`src/design/wsht_pkg.sv`:
```
// Package for the window stack and hit test block: sizes, commands, cell types.
// Used by wsht_cell and window_stack_order_and_hit_test; depends on nothing.
`timescale 1ns / 1ps

package wsht_pkg;

    localparam int MAX_WINDOWS = 16;
    localparam int COORD_BITS  = 12;

    localparam int ID_BITS  = (MAX_WINDOWS > 2) ? $clog2(MAX_WINDOWS) : 1;
    localparam int CNT_BITS = $clog2(MAX_WINDOWS + 1);

    // Fixed widths of the transaction fields.
    localparam int CMD_BITS       = 2;
    localparam int WID_BITS       = 4;
    localparam int LEVEL_BITS     = 6;
    localparam int HIT_BITS       = 4;
    localparam int COUNT_OUT_BITS = 5;
    localparam int WLEVEL_BITS    = 5;

    // Signed width that holds both a requested level and the stack count.
    localparam int REQ_BITS = ((CNT_BITS + 1) > LEVEL_BITS) ? (CNT_BITS + 1) : LEVEL_BITS;

    typedef enum logic [CMD_BITS-1:0] {
        CMD_SET_SIZE  = 2'd0,
        CMD_MOVE      = 2'd1,
        CMD_SET_LEVEL = 2'd2,
        CMD_HIT_TEST  = 2'd3
    } cmd_t;

    typedef enum logic [1:0] {
        OP_HOLD = 2'd0,
        OP_PREV = 2'd1,
        OP_NEXT = 2'd2,
        OP_LOAD = 2'd3
    } cell_op_t;

    // One stack entry: the window slot and a copy of its rectangle.
    typedef struct packed {
        logic [ID_BITS-1:0]           id;
        logic signed [COORD_BITS-1:0] left;
        logic signed [COORD_BITS-1:0] top;
        logic [COORD_BITS-1:0]        width;
        logic [COORD_BITS-1:0]        tall;
    } cell_data_t;

    // Values broadcast to every cell of the row.
    typedef struct packed {
        logic                         move_en;
        logic [ID_BITS-1:0]           sel_id;
        logic signed [COORD_BITS-1:0] new_left;
        logic signed [COORD_BITS-1:0] new_top;
        logic signed [COORD_BITS-1:0] probe_x;
        logic signed [COORD_BITS-1:0] probe_y;
    } cell_bcast_t;

endpackage

```
`src/design/wsht_cell.sv`:
```
// One height of the z-order stack: holds a window slot and its rectangle.
// Shifts with its neighbors and tests the probe point; depends on wsht_pkg.
`timescale 1ns / 1ps

module wsht_cell (
    input  logic                 clk,
    input  wsht_pkg::cell_op_t   op,
    input  wsht_pkg::cell_bcast_t bcast,
    input  wsht_pkg::cell_data_t load_data,
    input  wsht_pkg::cell_data_t prev_data,
    input  wsht_pkg::cell_data_t next_data,
    output wsht_pkg::cell_data_t data,
    output logic                 hit,
    output logic                 match
);
    import wsht_pkg::*;

    cell_data_t                 data_reg;
    cell_data_t                 data_next;
    logic                       hit_reg;
    logic                       hit_next;
    logic signed [COORD_BITS:0] dx;
    logic signed [COORD_BITS:0] dy;

    always_comb
    begin
        data_next = data_reg;
        case (op)
            OP_PREV: data_next = prev_data;
            OP_NEXT: data_next = next_data;
            OP_LOAD: data_next = load_data;
            default:
            begin
                // A move of a shown window updates the copy held here.
                if (bcast.move_en && (data_reg.id == bcast.sel_id))
                begin
                    data_next.left = bcast.new_left;
                    data_next.top  = bcast.new_top;
                end
            end
        endcase
    end

    // The offsets are checked as non-negative and below the size.
    always_comb
    begin
        dx = (COORD_BITS+1)'(bcast.probe_x) - (COORD_BITS+1)'(data_reg.left);
        dy = (COORD_BITS+1)'(bcast.probe_y) - (COORD_BITS+1)'(data_reg.top);
        hit_next = !dx[COORD_BITS] && (dx[COORD_BITS-1:0] < data_reg.width) &&
                   !dy[COORD_BITS] && (dy[COORD_BITS-1:0] < data_reg.tall);
    end

    always_ff @(posedge clk)
    begin
        data_reg <= data_next;
        hit_reg  <= hit_next;
    end

    assign data  = data_reg;
    assign hit   = hit_reg;
    assign match = (data_reg.id == bcast.sel_id);

endmodule
```
`config.mk`:
```
export PLATFORM = sky130hd
export DESIGN_NAME = wsht_cell
export DESIGN_NICKNAME = d
export VERILOG_FILES = /design/src/design/wsht_pkg.sv /design/src/design/wsht_cell.sv
export SDC_FILE = /design/constraint.sdc
export NUM_CORES = 1
export LEC_CHECK = 0
export BUFFER_PORTS_ARGS = -buffer_cell sky130_fd_sc_hd__buf_2
export CAP_MARGIN = 30
export CORE_AREA = 3 3 103 105
export CTS_CLUSTER_SIZE = 14
export DETAILED_ROUTE_END_ITERATION = 10
export DIE_AREA = 0 0 106 108
export PLACE_DENSITY = 0.86
export SYNTH_ARGS = -nofsm -noshare
export SYNTH_HDL_FRONTEND = slang
export SYNTH_SLANG_ARGS = --single-unit
```
`constraint.sdc`:
```
create_clock -name clk -period 7.5 [get_ports clk]
set_input_delay 0.75 -clock clk [delete_from_list [all_inputs] [get_ports clk]]
set_output_delay 0.75 -clock clk [all_outputs]
set_load 0.01 [all_outputs]
```
==> run_results.csv, run 1 <==
group,metric,value,unit
logic_synthesis,synth.most_common_cell,"nand2_1",
clocking,clkSinkCount,53,
layout,largest_reg_flops,52,
min_path,min_path_cells,3,
sta,hold_viol,0,
logic_synthesis,ys_warn_count,0,
flow_run,drv_cap,0,
grt,grt_max_degree,55,
place,dp.cells,849,
pwr,leakagePower,3.042,nW
sta,worst_slew_pin_slew,1.152,ns
min_path,hp-class,"in2reg",
sta,worst_clock_skew,0.01040,ns
logic_synthesis,synth_largest_area_cell,"edfxtp_1",
layout,fin_util,0.6052,
logic_synthesis,netlist.area_leader.share,0.3645,
place,port_buffers,265,
worst_setup_path,reg2reg_slack,3.82,ns
detailed_routing,via_per_inst,5.469,
detailed_routing,vias,4703,
sta,drv_slew,0,
worst_setup_path,startpoint,"bcast[0]",
layout,area_delta_synth_final,37.44,%
pwr,ir_worst_vdd,0.00008436,V
logic_synthesis,ys_seq_area_frac,0.3692,
place,place_hpwl,11.84,mm
logic_synthesis,postSynth.asyncResetShare,0,
pwr,power,1.080,mW
detailed_routing,drt.antenna.violating_nets,0,
clocking,hold_buffers,0,
sta,slew_headroom,0.2323,
logic_synthesis,avgSynthCellArea,9.135,um^2
worst_setup_path,timing.rr.start,"data[24]",
floorplanning,row_count,36,
logic_synthesis,syn_nets,733,
clocking,cts_setup_buffers,0,
sta,rsz0062_at_grt,"no",
grt,antenna_found_initial,2,
logic_synthesis,ys.flop_type,"edfxtp_1",
grt,grt_overflow,0,
grt,track_usage,0.2424,
clocking,cts_tree,"yes",
worst_setup_path,r2r_end,"hit",
logic_synthesis,syn_area,0.004284,mm^2
detailed_routing,wire_per_inst,17.13,um
clocking,clock_latency,0.32,ns
worst_setup_path,cp-end-kind,"register",
floorplanning,ios,266,
layout,stdcell_count,860,
sta,finalSetupViolCount,0,
logic_synthesis,synth_cell_types,40,
sta,finalSetupTns,0,ns
worst_setup_path,ff2ff_path_depth,15,
logic_synthesis,yosys-top-cells-area,"edfxtp_1 (36%), ha_1 (15%), a222oi_1 (5.6%)",
grt,grt_pass1_vias,4516,
place,gp_congestion,0.9827,
sta,max_freq,256.8,MHz
clocking,cts_resized,0,
clocking,root_buffer,"clkbuf_8",
pwr,power.density,183.4,mW/mm^2
detailed_routing,wirelength,14.74,mm
logic_synthesis,synth-edff-count,52,
floorplanning,fp.coreArea,0.009729,mm^2
floorplanning,dieArea,0.01145,mm^2
floorplanning,die_h,108,um
logic_synthesis,synth.top_cells.by_count,"nand2_1 (63), inv_1 (55), edfxtp_1 (52)",
layout,drive_above_1_share,0.3953,
outcome,outcome,"finished clean",
min_path,min-delay-start,"prev_data[22]",
floorplanning,fp.dieW,106,um
detailed_routing,drtIter0Drc,515,
worst_setup_path,worstSetupPathType,"in2reg",
clocking,htree_levels,2,
clocking,cts_made_buffers,5,
grt,grt_pass1_wl,21.93,mm
clocking,cts.path.max_buffers,2,
layout,nets,989,
clocking,path_clk_slew,0.11,ns
worst_setup_path,startpoint_type,"input pin",
logic_synthesis,netlist_instances,469,
worst_setup_path,cp.arrival,4.13,ns
detailed_routing,firstDrtPassIters,7,
detailed_routing,drc,0,
floorplanning,start_util,0.4403,
min_path,holdPathEnd,"data[22]",
worst_setup_path,path_max_fanout,3,
logic_synthesis,synth_seq_cells,53,
worst_setup_path,critPathRequiredTime,7.74,ns
sta,min_period,3.894,ns
sta,fin_crit_sh,0.5192,
==> worst max-delay path by stage <==
| stage | endpoint | slack (ns) | cells past startpoint |
|---|---|---|---|
| 2_1_floorplan | hit | 3.83 | 16 |
| 3_3_place_gp | hit | 3.51 | 17 |
| 3_5_place_dp | hit | 3.38 | 17 |
| 4_1_cts | hit | 3.68 | 17 |
| 5_1_grt | hit | 3.39 | 17 |
| 6_report | hit | 3.61 | 17 |
==> cells in the final DEF, fill, tap and decap left out, types with 2 or more instances in the layout <==
master,n
o22ai_1,2
buf_2,265
inv_1,54
nor4_1,4
a21oi_1,41
a211oi_2,2
ha_1,48
clkbuf_8,5
o21ai_0,10
nand2_1,63
edfxtp_1,52
o21bai_1,2
a21o_1,10
nor2_1,38
buf_4,2
nand4_1,6
ha_2,2
fa_1,2
o21a_1,7
a22oi_1,28
nor2b_1,8
a222oi_1,24
nand2b_1,2
a211o_1,2
xor2_1,10
xnor2_1,13
buf_16,2
==> per-stage QoR <==
stage / instance area (um^2) / hold slack [ns] / setup WS (ns)
2_1_floorplan: 4284 / 0.8830 / 3.828
3_3_place_gp: 5720 / 0.8983 / 3.513
3_5_place_dp: 5748 / 0.9292 / 3.382
4_1_cts: 5838 / 0.6846 / 3.684
5_1_grt: 5888 / 0.6908 / 3.389
6_report: 5888 / 0.6900 / 3.606
==> critical path, cell delays in order <==
cell and delay (ns):
buf_2 0.10, inv_1 0.05, ha_1 0.17, inv_1 0.06
fa_1 0.41, a21oi_1 0.20, a2bb2oi_1 0.27, a31oi_1 0.20
a21o_1 0.22, a21oi_1 0.19, xnor2_1 0.15, ha_1 0.26
nor2b_1 0.13, o21ai_0 0.18, o2111ai_1 0.14, or4_4 0.50
a211oi_2 0.15
==> cell families after synthesis <==
logic type               Yosys count  synth area share
AO/OA/AOI/OAI                    139            0.2363
XOR/XNOR                          23           0.04702
AND/OR/NAND/NOR                  126            0.1256
flip-flops                        53            0.3692
buffers and inverters             76           0.06659
adder cells (fa/ha/maj)           52            0.1554
==> report_power, final <==
group	internal [mW]	switching [mW]
clock	0.0666	0.104
sequential	0.376	0.0252
combinational	0.238	0.270
==> layout make-up <==
class                           instances  area, um^2
Multi-Input combinational cell        340        2425
Antenna cell                            1       2.502
Timing Repair Buffer                  270        1416
Clock buffer                            5       68.82
Inverter                               55       206.4
Clock inverter                          3       21.27
Sequential cell                        53        1582
Fill cell                             857        3841
Tap cell                              133       166.4
==> per-layer routing <==
metal,up-vias,wire [um],track usage
met1,2100,5885,0.3083
li1,2237,-,-
met2,323,6951,0.4094
met5,-,13,0
met4,2,491,0.09713
met3,41,1394,0.04478
Note: power is estimated with default switching activity, not from simulation.
==> run 2: changes to the inputs <==
- CORE_AREA: 3 3 103 105 -> not set
- CORE_MARGIN: not set -> 3
- CORE_UTILIZATION: not set -> 44
- DIE_AREA: 0 0 106 108 -> not set
- PLACE_DENSITY: 0.86 -> 0.87
- clock period: 7.5 -> 4 ns (I/O delays scaled with it)
==> run_results.csv, run 2 (synthesis results as in run 1) <==
group,metric,value,unit
floorplanning,die_h,104.7,um
detailed_routing,via_per_inst,5.437,
pwr,power.density,350.0,mW/mm^2
grt,grt_max_degree,54,
worst_setup_path,path_cells,"ha_1 -> inv_1 -> fa_1 -> a21oi_1 -> a2bb2oi_1 -> a31oi_1 -> a21o_1 -> a21oi_1 -> xnor2_1 -> ha_1 -> nor2b_1 -> o21ai_0 -> o2111ai_1 -> or4_4 -> a211oi_2",
floorplanning,fp.dieW,104.7,um
layout,final_common_cell,"buf_2",
layout,multi_input_area,0.002425,mm^2
sta,finalSetupTns,0,ns
clocking,cts_resized,0,
worst_setup_path,path_max_fanout,3,
clocking,root_buffer,"clkbuf_8",
clocking,cts_tree,"yes",
place,place_hpwl,11.47,mm
detailed_routing,drtIter0Drc,331,
detailed_routing,drt.antenna.violating_nets,0,
sta,worst_clock_skew,0.009530,ns
worst_setup_path,cpLargestDelayFamily,"compound AO/OA/AOI/OAI gates",
pwr,power,2.053,mW
clocking,clkSinkCount,53,
worst_setup_path,crit_buf_inv,1,
worst_setup_path,startpoint_type,"register",
floorplanning,dieArea,0.01096,mm^2
layout,fill_cells,816,
place,gp_congestion,0.9493,
layout,area_delta_synth_final,36.95,%
sta,hold_viol,0,
grt,track_usage,0.2468,
clocking,cts.path.max_buffers,2,
worst_setup_path,slowest_delay,0.50,ns
sta,worst_slack,0.4332,ns
layout,drive_above_1_share,0.3953,
layout,stdcell_count,855,
clocking,hold_buffers,0,
place,dp_slack,0.3012,ns
clocking,clock_latency,0.31,ns
detailed_routing,wire_per_inst,16.51,um
worst_setup_path,critPathRequiredTime,4.24,ns
sta,drv_slew,0,
place,port_buffers,265,
outcome,outcome,"finished clean",
sta,timing.hold.ws,0.3544,ns
floorplanning,row_count,35,
worst_setup_path,cp-end-kind,"register",
place,dp.cells,847,
floorplanning,start_util,0.4571,
sta,rsz0062_at_grt,"no",
grt,grt_pass1_wl,22.03,mm
sta,worst_slew_pin_slew,0.7851,ns
detailed_routing,drc,0,
sta,min_period,3.567,ns
grt,antenna_found_initial,0,
layout,n_antenna_cell,0,
detailed_routing,vias,4649,
detailed_routing,wirelength,14.11,mm
min_path,hp-class,"in2reg",
clocking,cts_setup_buffers,0,
sta,finalSetupViolCount,0,
layout,mostFrequentLayoutCells,"buf_2 (265), nand2_1 (63), inv_1 (54)",
worst_setup_path,crit_slowest_cell,"or4_4",
floorplanning,fp.coreArea,0.009371,mm^2
floorplanning,ios,266,
sta,slew_headroom,0.4758,
layout,regArea,0.001582,mm^2
layout,nets,990,
clocking,path_clk_slew,0.10,ns
detailed_routing,firstDrtPassIters,7,
pwr,ir_worst_vdd,0.0001953,V
worst_setup_path,worstSetupPathType,"reg2reg",
pwr,leakagePower,3.043,nW
flow_run,drv_cap,0,
sta,max_freq,280.4,MHz
clocking,cts_made_buffers,5,
layout,largest_reg_flops,52,
worst_setup_path,cp.arrival,3.80,ns
grt,grt_overflow,0,
clocking,htree_levels,2,
sta,fin_crit_sh,0.8917,
grt,grt_pass1_vias,4557,
-- run 2: cell types whose count changed in the layout (fill, tap and decap cells not counted) --
cell        before  now
buf_4            2    5
buf_16           2    0
buf_12           1    0
bufinv_16        0    1
clkbuf_16        0    1
clkinvlp_4       1    0
diode_2          1    0
inv_6            1    0
-- run 2: per-stage QoR --
stage | cell area, um^2 | utilization
after floorplan | 4284 | -
after global placement | 5738 | 0.6123
after detailed placement | 5738 | 0.6123
after CTS | 5842 | 0.6234
after global routing | 5867 | 0.6260
final | 5867 | 0.6260
-- run 2: final cells by class --
cell class / count / share of cell area
clock buffer: 5 / 0.01173
clock inverter: 2 / 0.005971
inverter: 55 / 0.03519
multi-input combinational: 340 / 0.4133
sequential: 53 / 0.2696
tap: 129 / 0.02751
timing repair buffer: 271 / 0.2367
-- run 2: report_power, final --
group	total [mW]	switching, mW	internal (mW)
logic	0.937	0.498	0.439
clock network	0.366	0.183	0.182
registers	0.751	0.0456	0.705
-- run 2: worst paths after layout --
path / start / endpoint / slack, ns / cells after the start
worst min-delay path: prev_data[0] / data[0] / 0.35 / 3
worst min register to register: data[34] / hit / 0.91 / 4
worst max-delay path: data[24] / hit / 0.43 / 15
worst max register to register: data[24] / hit / 0.43 / 15
-- run 2: worst register-to-register path, cell delays in order, from the launching register on --
cell and delay [ns]:
edfxtp_1 0.37, ha_1 0.17, inv_1 0.06, fa_1 0.40
a21oi_1 0.19, a2bb2oi_1 0.26, a31oi_1 0.19, a21o_1 0.21
a21oi_1 0.17, xnor2_1 0.14, ha_1 0.26, nor2b_1 0.13
o21ai_0 0.16, o2111ai_1 0.15, or4_4 0.50, a211oi_2 0.14
-- run 2: metal layers --
metal	share of wire	up-vias	track usage
met5	0	-	0
met4	0.027	0	0.08435
met3	0.090	33	0.04571
met2	0.48	293	0.4082
met1	0.41	2087	0.3257
li1	-	2236	-
==> run 3: changes to the inputs <==
--- a/config.mk
+++ b/config.mk
@@ -7,6 +7,8 @@
 export LEC_CHECK = 0
+export ABC_AREA = 1
 export BUFFER_PORTS_ARGS = -buffer_cell sky130_fd_sc_hd__buf_2
 export CAP_MARGIN = 30
+export CORE_ASPECT_RATIO = 1.25
 export CORE_MARGIN = 3
-export CORE_UTILIZATION = 44
+export CORE_UTILIZATION = 45
 export CTS_CLUSTER_SIZE = 14
--- a/constraint.sdc
+++ b/constraint.sdc
@@ -3,2 +3,2 @@
 set_output_delay 0.4 -clock clk [all_outputs]
-set_load 0.01 [all_outputs]
+set_load 0.005 [all_outputs]
==> run_results.csv, run 3 <==
group,metric,value,unit
outcome,outcome,"finished clean",
layout,drive_above_1_share,0.3461,
grt,antenna_found_initial,0,
grt,track_usage,0.2485,
clocking,clkSinkCount,53,
logic_synthesis,avgSynthCellArea,7.654,um^2
pwr,power,2.140,mW
logic_synthesis,syn_nets,869,
sta,hold_viol,0,
floorplanning,die_h,119.4,um
detailed_routing,drtIter0Drc,242,
min_path,hp-class,"in2reg",
logic_synthesis,ys_seq_area_frac,0.3415,
sta,min_period,2.708,ns
logic_synthesis,synth_cell_types,32,
clocking,cts_tree,"yes",
layout,n_antenna_cell,0,
clocking,path_clk_slew,0.07,ns
detailed_routing,via_per_inst,5.078,
sta,finalSetupViolCount,0,
detailed_routing,wirelength,14.94,mm
detailed_routing,firstDrtPassIters,5,
sta,rsz0062_at_grt,"no",
logic_synthesis,synth_seq_cells,53,
place,place_hpwl,12.39,mm
sta,slew_headroom,0.3536,
pwr,power.density,344.0,mW/mm^2
grt,grt_pass1_vias,4768,
worst_setup_path,worstSetupPathType,"reg2reg",
layout,fill_cells,905,
layout,largest_reg_flops,52,
grt,grt_max_degree,53,
logic_synthesis,ys_warn_count,0,
layout,mostFrequentLayoutCells,"buf_2 (265), nand2_1 (184), inv_1 (76)",
place,port_buffers,265,
detailed_routing,vias,5012,
grt,grt_overflow,0,
worst_setup_path,ff2ff_path_depth,16,
logic_synthesis,synth-edff-count,52,
worst_setup_path,critPathRequiredTime,4.20,ns
pwr,leakagePower,3.349,nW
pwr,ir_worst_vdd,0.0002360,V
logic_synthesis,yosys-top-cells-area,"edfxtp_1 (34%), nand2_1 (15%), ha_1 (14%)",
worst_setup_path,cp.arrival,2.91,ns
layout,final_common_cell,"buf_2",
sta,max_freq,369.3,MHz
sta,worst_slew_pin_slew,0.9673,ns
floorplanning,fp.coreArea,0.009809,mm^2
sta,finalSetupTns,0,ns
flow_run,drv_cap,0,
clocking,cts.path.max_buffers,2,
logic_synthesis,synth.top_cells.by_count,"nand2_1 (184), inv_1 (76), edfxtp_1 (52)",
min_path,min_path_cells,3,
worst_setup_path,cp-end-kind,"register",
floorplanning,row_count,40,
layout,fin_util,0.6342,
clocking,hold_buffers,0,
logic_synthesis,synth_largest_area_cell,"edfxtp_1",
clocking,cts_resized,0,
logic_synthesis,syn_area,0.004631,mm^2
detailed_routing,drc,0,
logic_synthesis,postSynth.asyncResetShare,0,
sta,fin_crit_sh,0.6770,
clocking,clock_latency,0.30,ns
place,dp_slack,1.068,ns
layout,nets,1124,
clocking,root_buffer,"clkbuf_16",
sta,worst_slack,1.292,ns
sta,drv_slew,0,
floorplanning,dieArea,0.01155,mm^2
detailed_routing,drt.antenna.violating_nets,0,
clocking,cts_made_buffers,5,
detailed_routing,wire_per_inst,15.13,um
logic_synthesis,synth.most_common_cell,"nand2_1",
logic_synthesis,netlist_instances,605,
floorplanning,fp.dieW,96.73,um
floorplanning,start_util,0.4721,
worst_setup_path,startpoint_type,"register",
clocking,cts_setup_buffers,0,
logic_synthesis,netlist.area_leader.share,0.3372,
worst_setup_path,path_max_fanout,4,
place,gp_congestion,0.9034,
floorplanning,ios,266,
sta,worst_clock_skew,0.004614,ns
clocking,htree_levels,2,
logic_synthesis,ys.flop_type,"edfxtp_1",
layout,area_delta_synth_final,34.34,%
grt,grt_pass1_wl,23.06,mm
run 3: changes by cell type after synthesis, moves of 8 or more:
cell      previous run  this run
buf_2                0        13
o21ai_0             10         1
a222oi_1            24         0
clkbuf_1            20         6
inv_1               55        76
nand2_1             63       184
nand3_1              0        15
a31oi_1              1        28
a21o_1              10         2
nor2b_1              8         0
run 3: final timing paths:
path,slack [ns],end,start
worst max-delay path,1.29,hit,data[24]
worst min-delay path,0.36,data[16],load_data[16]
worst max register to register,1.29,hit,data[24]
worst min register to register,0.93,hit,data[0]
run 3: logic make-up after synthesis:
group                      after synthesis  share of synthesized area
and+or+nand+nor                        262                     0.2321
AOI/OAI and AO/OA                      115                     0.1546
adders and majority gates               52                     0.1437
DFF                                     53                     0.3415
xor gates and xnor gates                23                    0.04350
buffers and inverters                  100                    0.08457
run 3: final cells by class:
| class | count | area, um^2 | share of cell area |
|---|---|---|---|
| Multi-Input combinational cell | 452 | 2663 | 0.4280 |
| Clock buffer | 5 | 125.1 | 0.02011 |
| Tap cell | 126 | 157.7 | 0.02534 |
| Clock inverter | 3 | 21.27 | 0.003419 |
| Sequential cell | 53 | 1582 | 0.2542 |
| Timing Repair Buffer | 269 | 1376 | 0.2212 |
| Inverter | 79 | 296.5 | 0.04767 |
run 3: stage by stage:
stage                     std cells  cell area (um^2)  hold WS, ns
after floorplan                 605              4631       0.5817
after global placement          978              6047       0.6664
after detailed placement        978              6047       0.6702
after CTS                       986              6193       0.3580
after global routing            987              6221       0.3703
final                           987              6221       0.3650
run 3: critical path: stages, from the launching register on:
cell and delay [ns]:
edfxtp_1 0.36, ha_1 0.16, clkinv_1 0.12, fa_1 0.42, nand3_1 0.09, nand2_1 0.12
a21oi_2 0.20, o21bai_2 0.09, xor2_1 0.15, ha_1 0.31, nand2_1 0.06, nor2_1 0.13
nand4_1 0.09, a21oi_1 0.13, nor2_1 0.06, nand3_1 0.08, nor2_2 0.04
run 3: where the power goes:
part           switching [mW]  total, mW  internal, mW
combinational           0.533      0.945         0.413
sequential             0.0456      0.750         0.704
clock                   0.211      0.445         0.234
total                   0.789       2.14          1.35
run 3: routing by layer:
layer | track usage | vias to the layer above | share of wire
met5 | 0 | - | 0
met4 | 0.07375 | 0 | 0.021
met3 | 0.03984 | 17 | 0.075
met2 | 0.4555 | 209 | 0.52
met1 | 0.2967 | 2245 | 0.39
li1 | - | 2541 | -
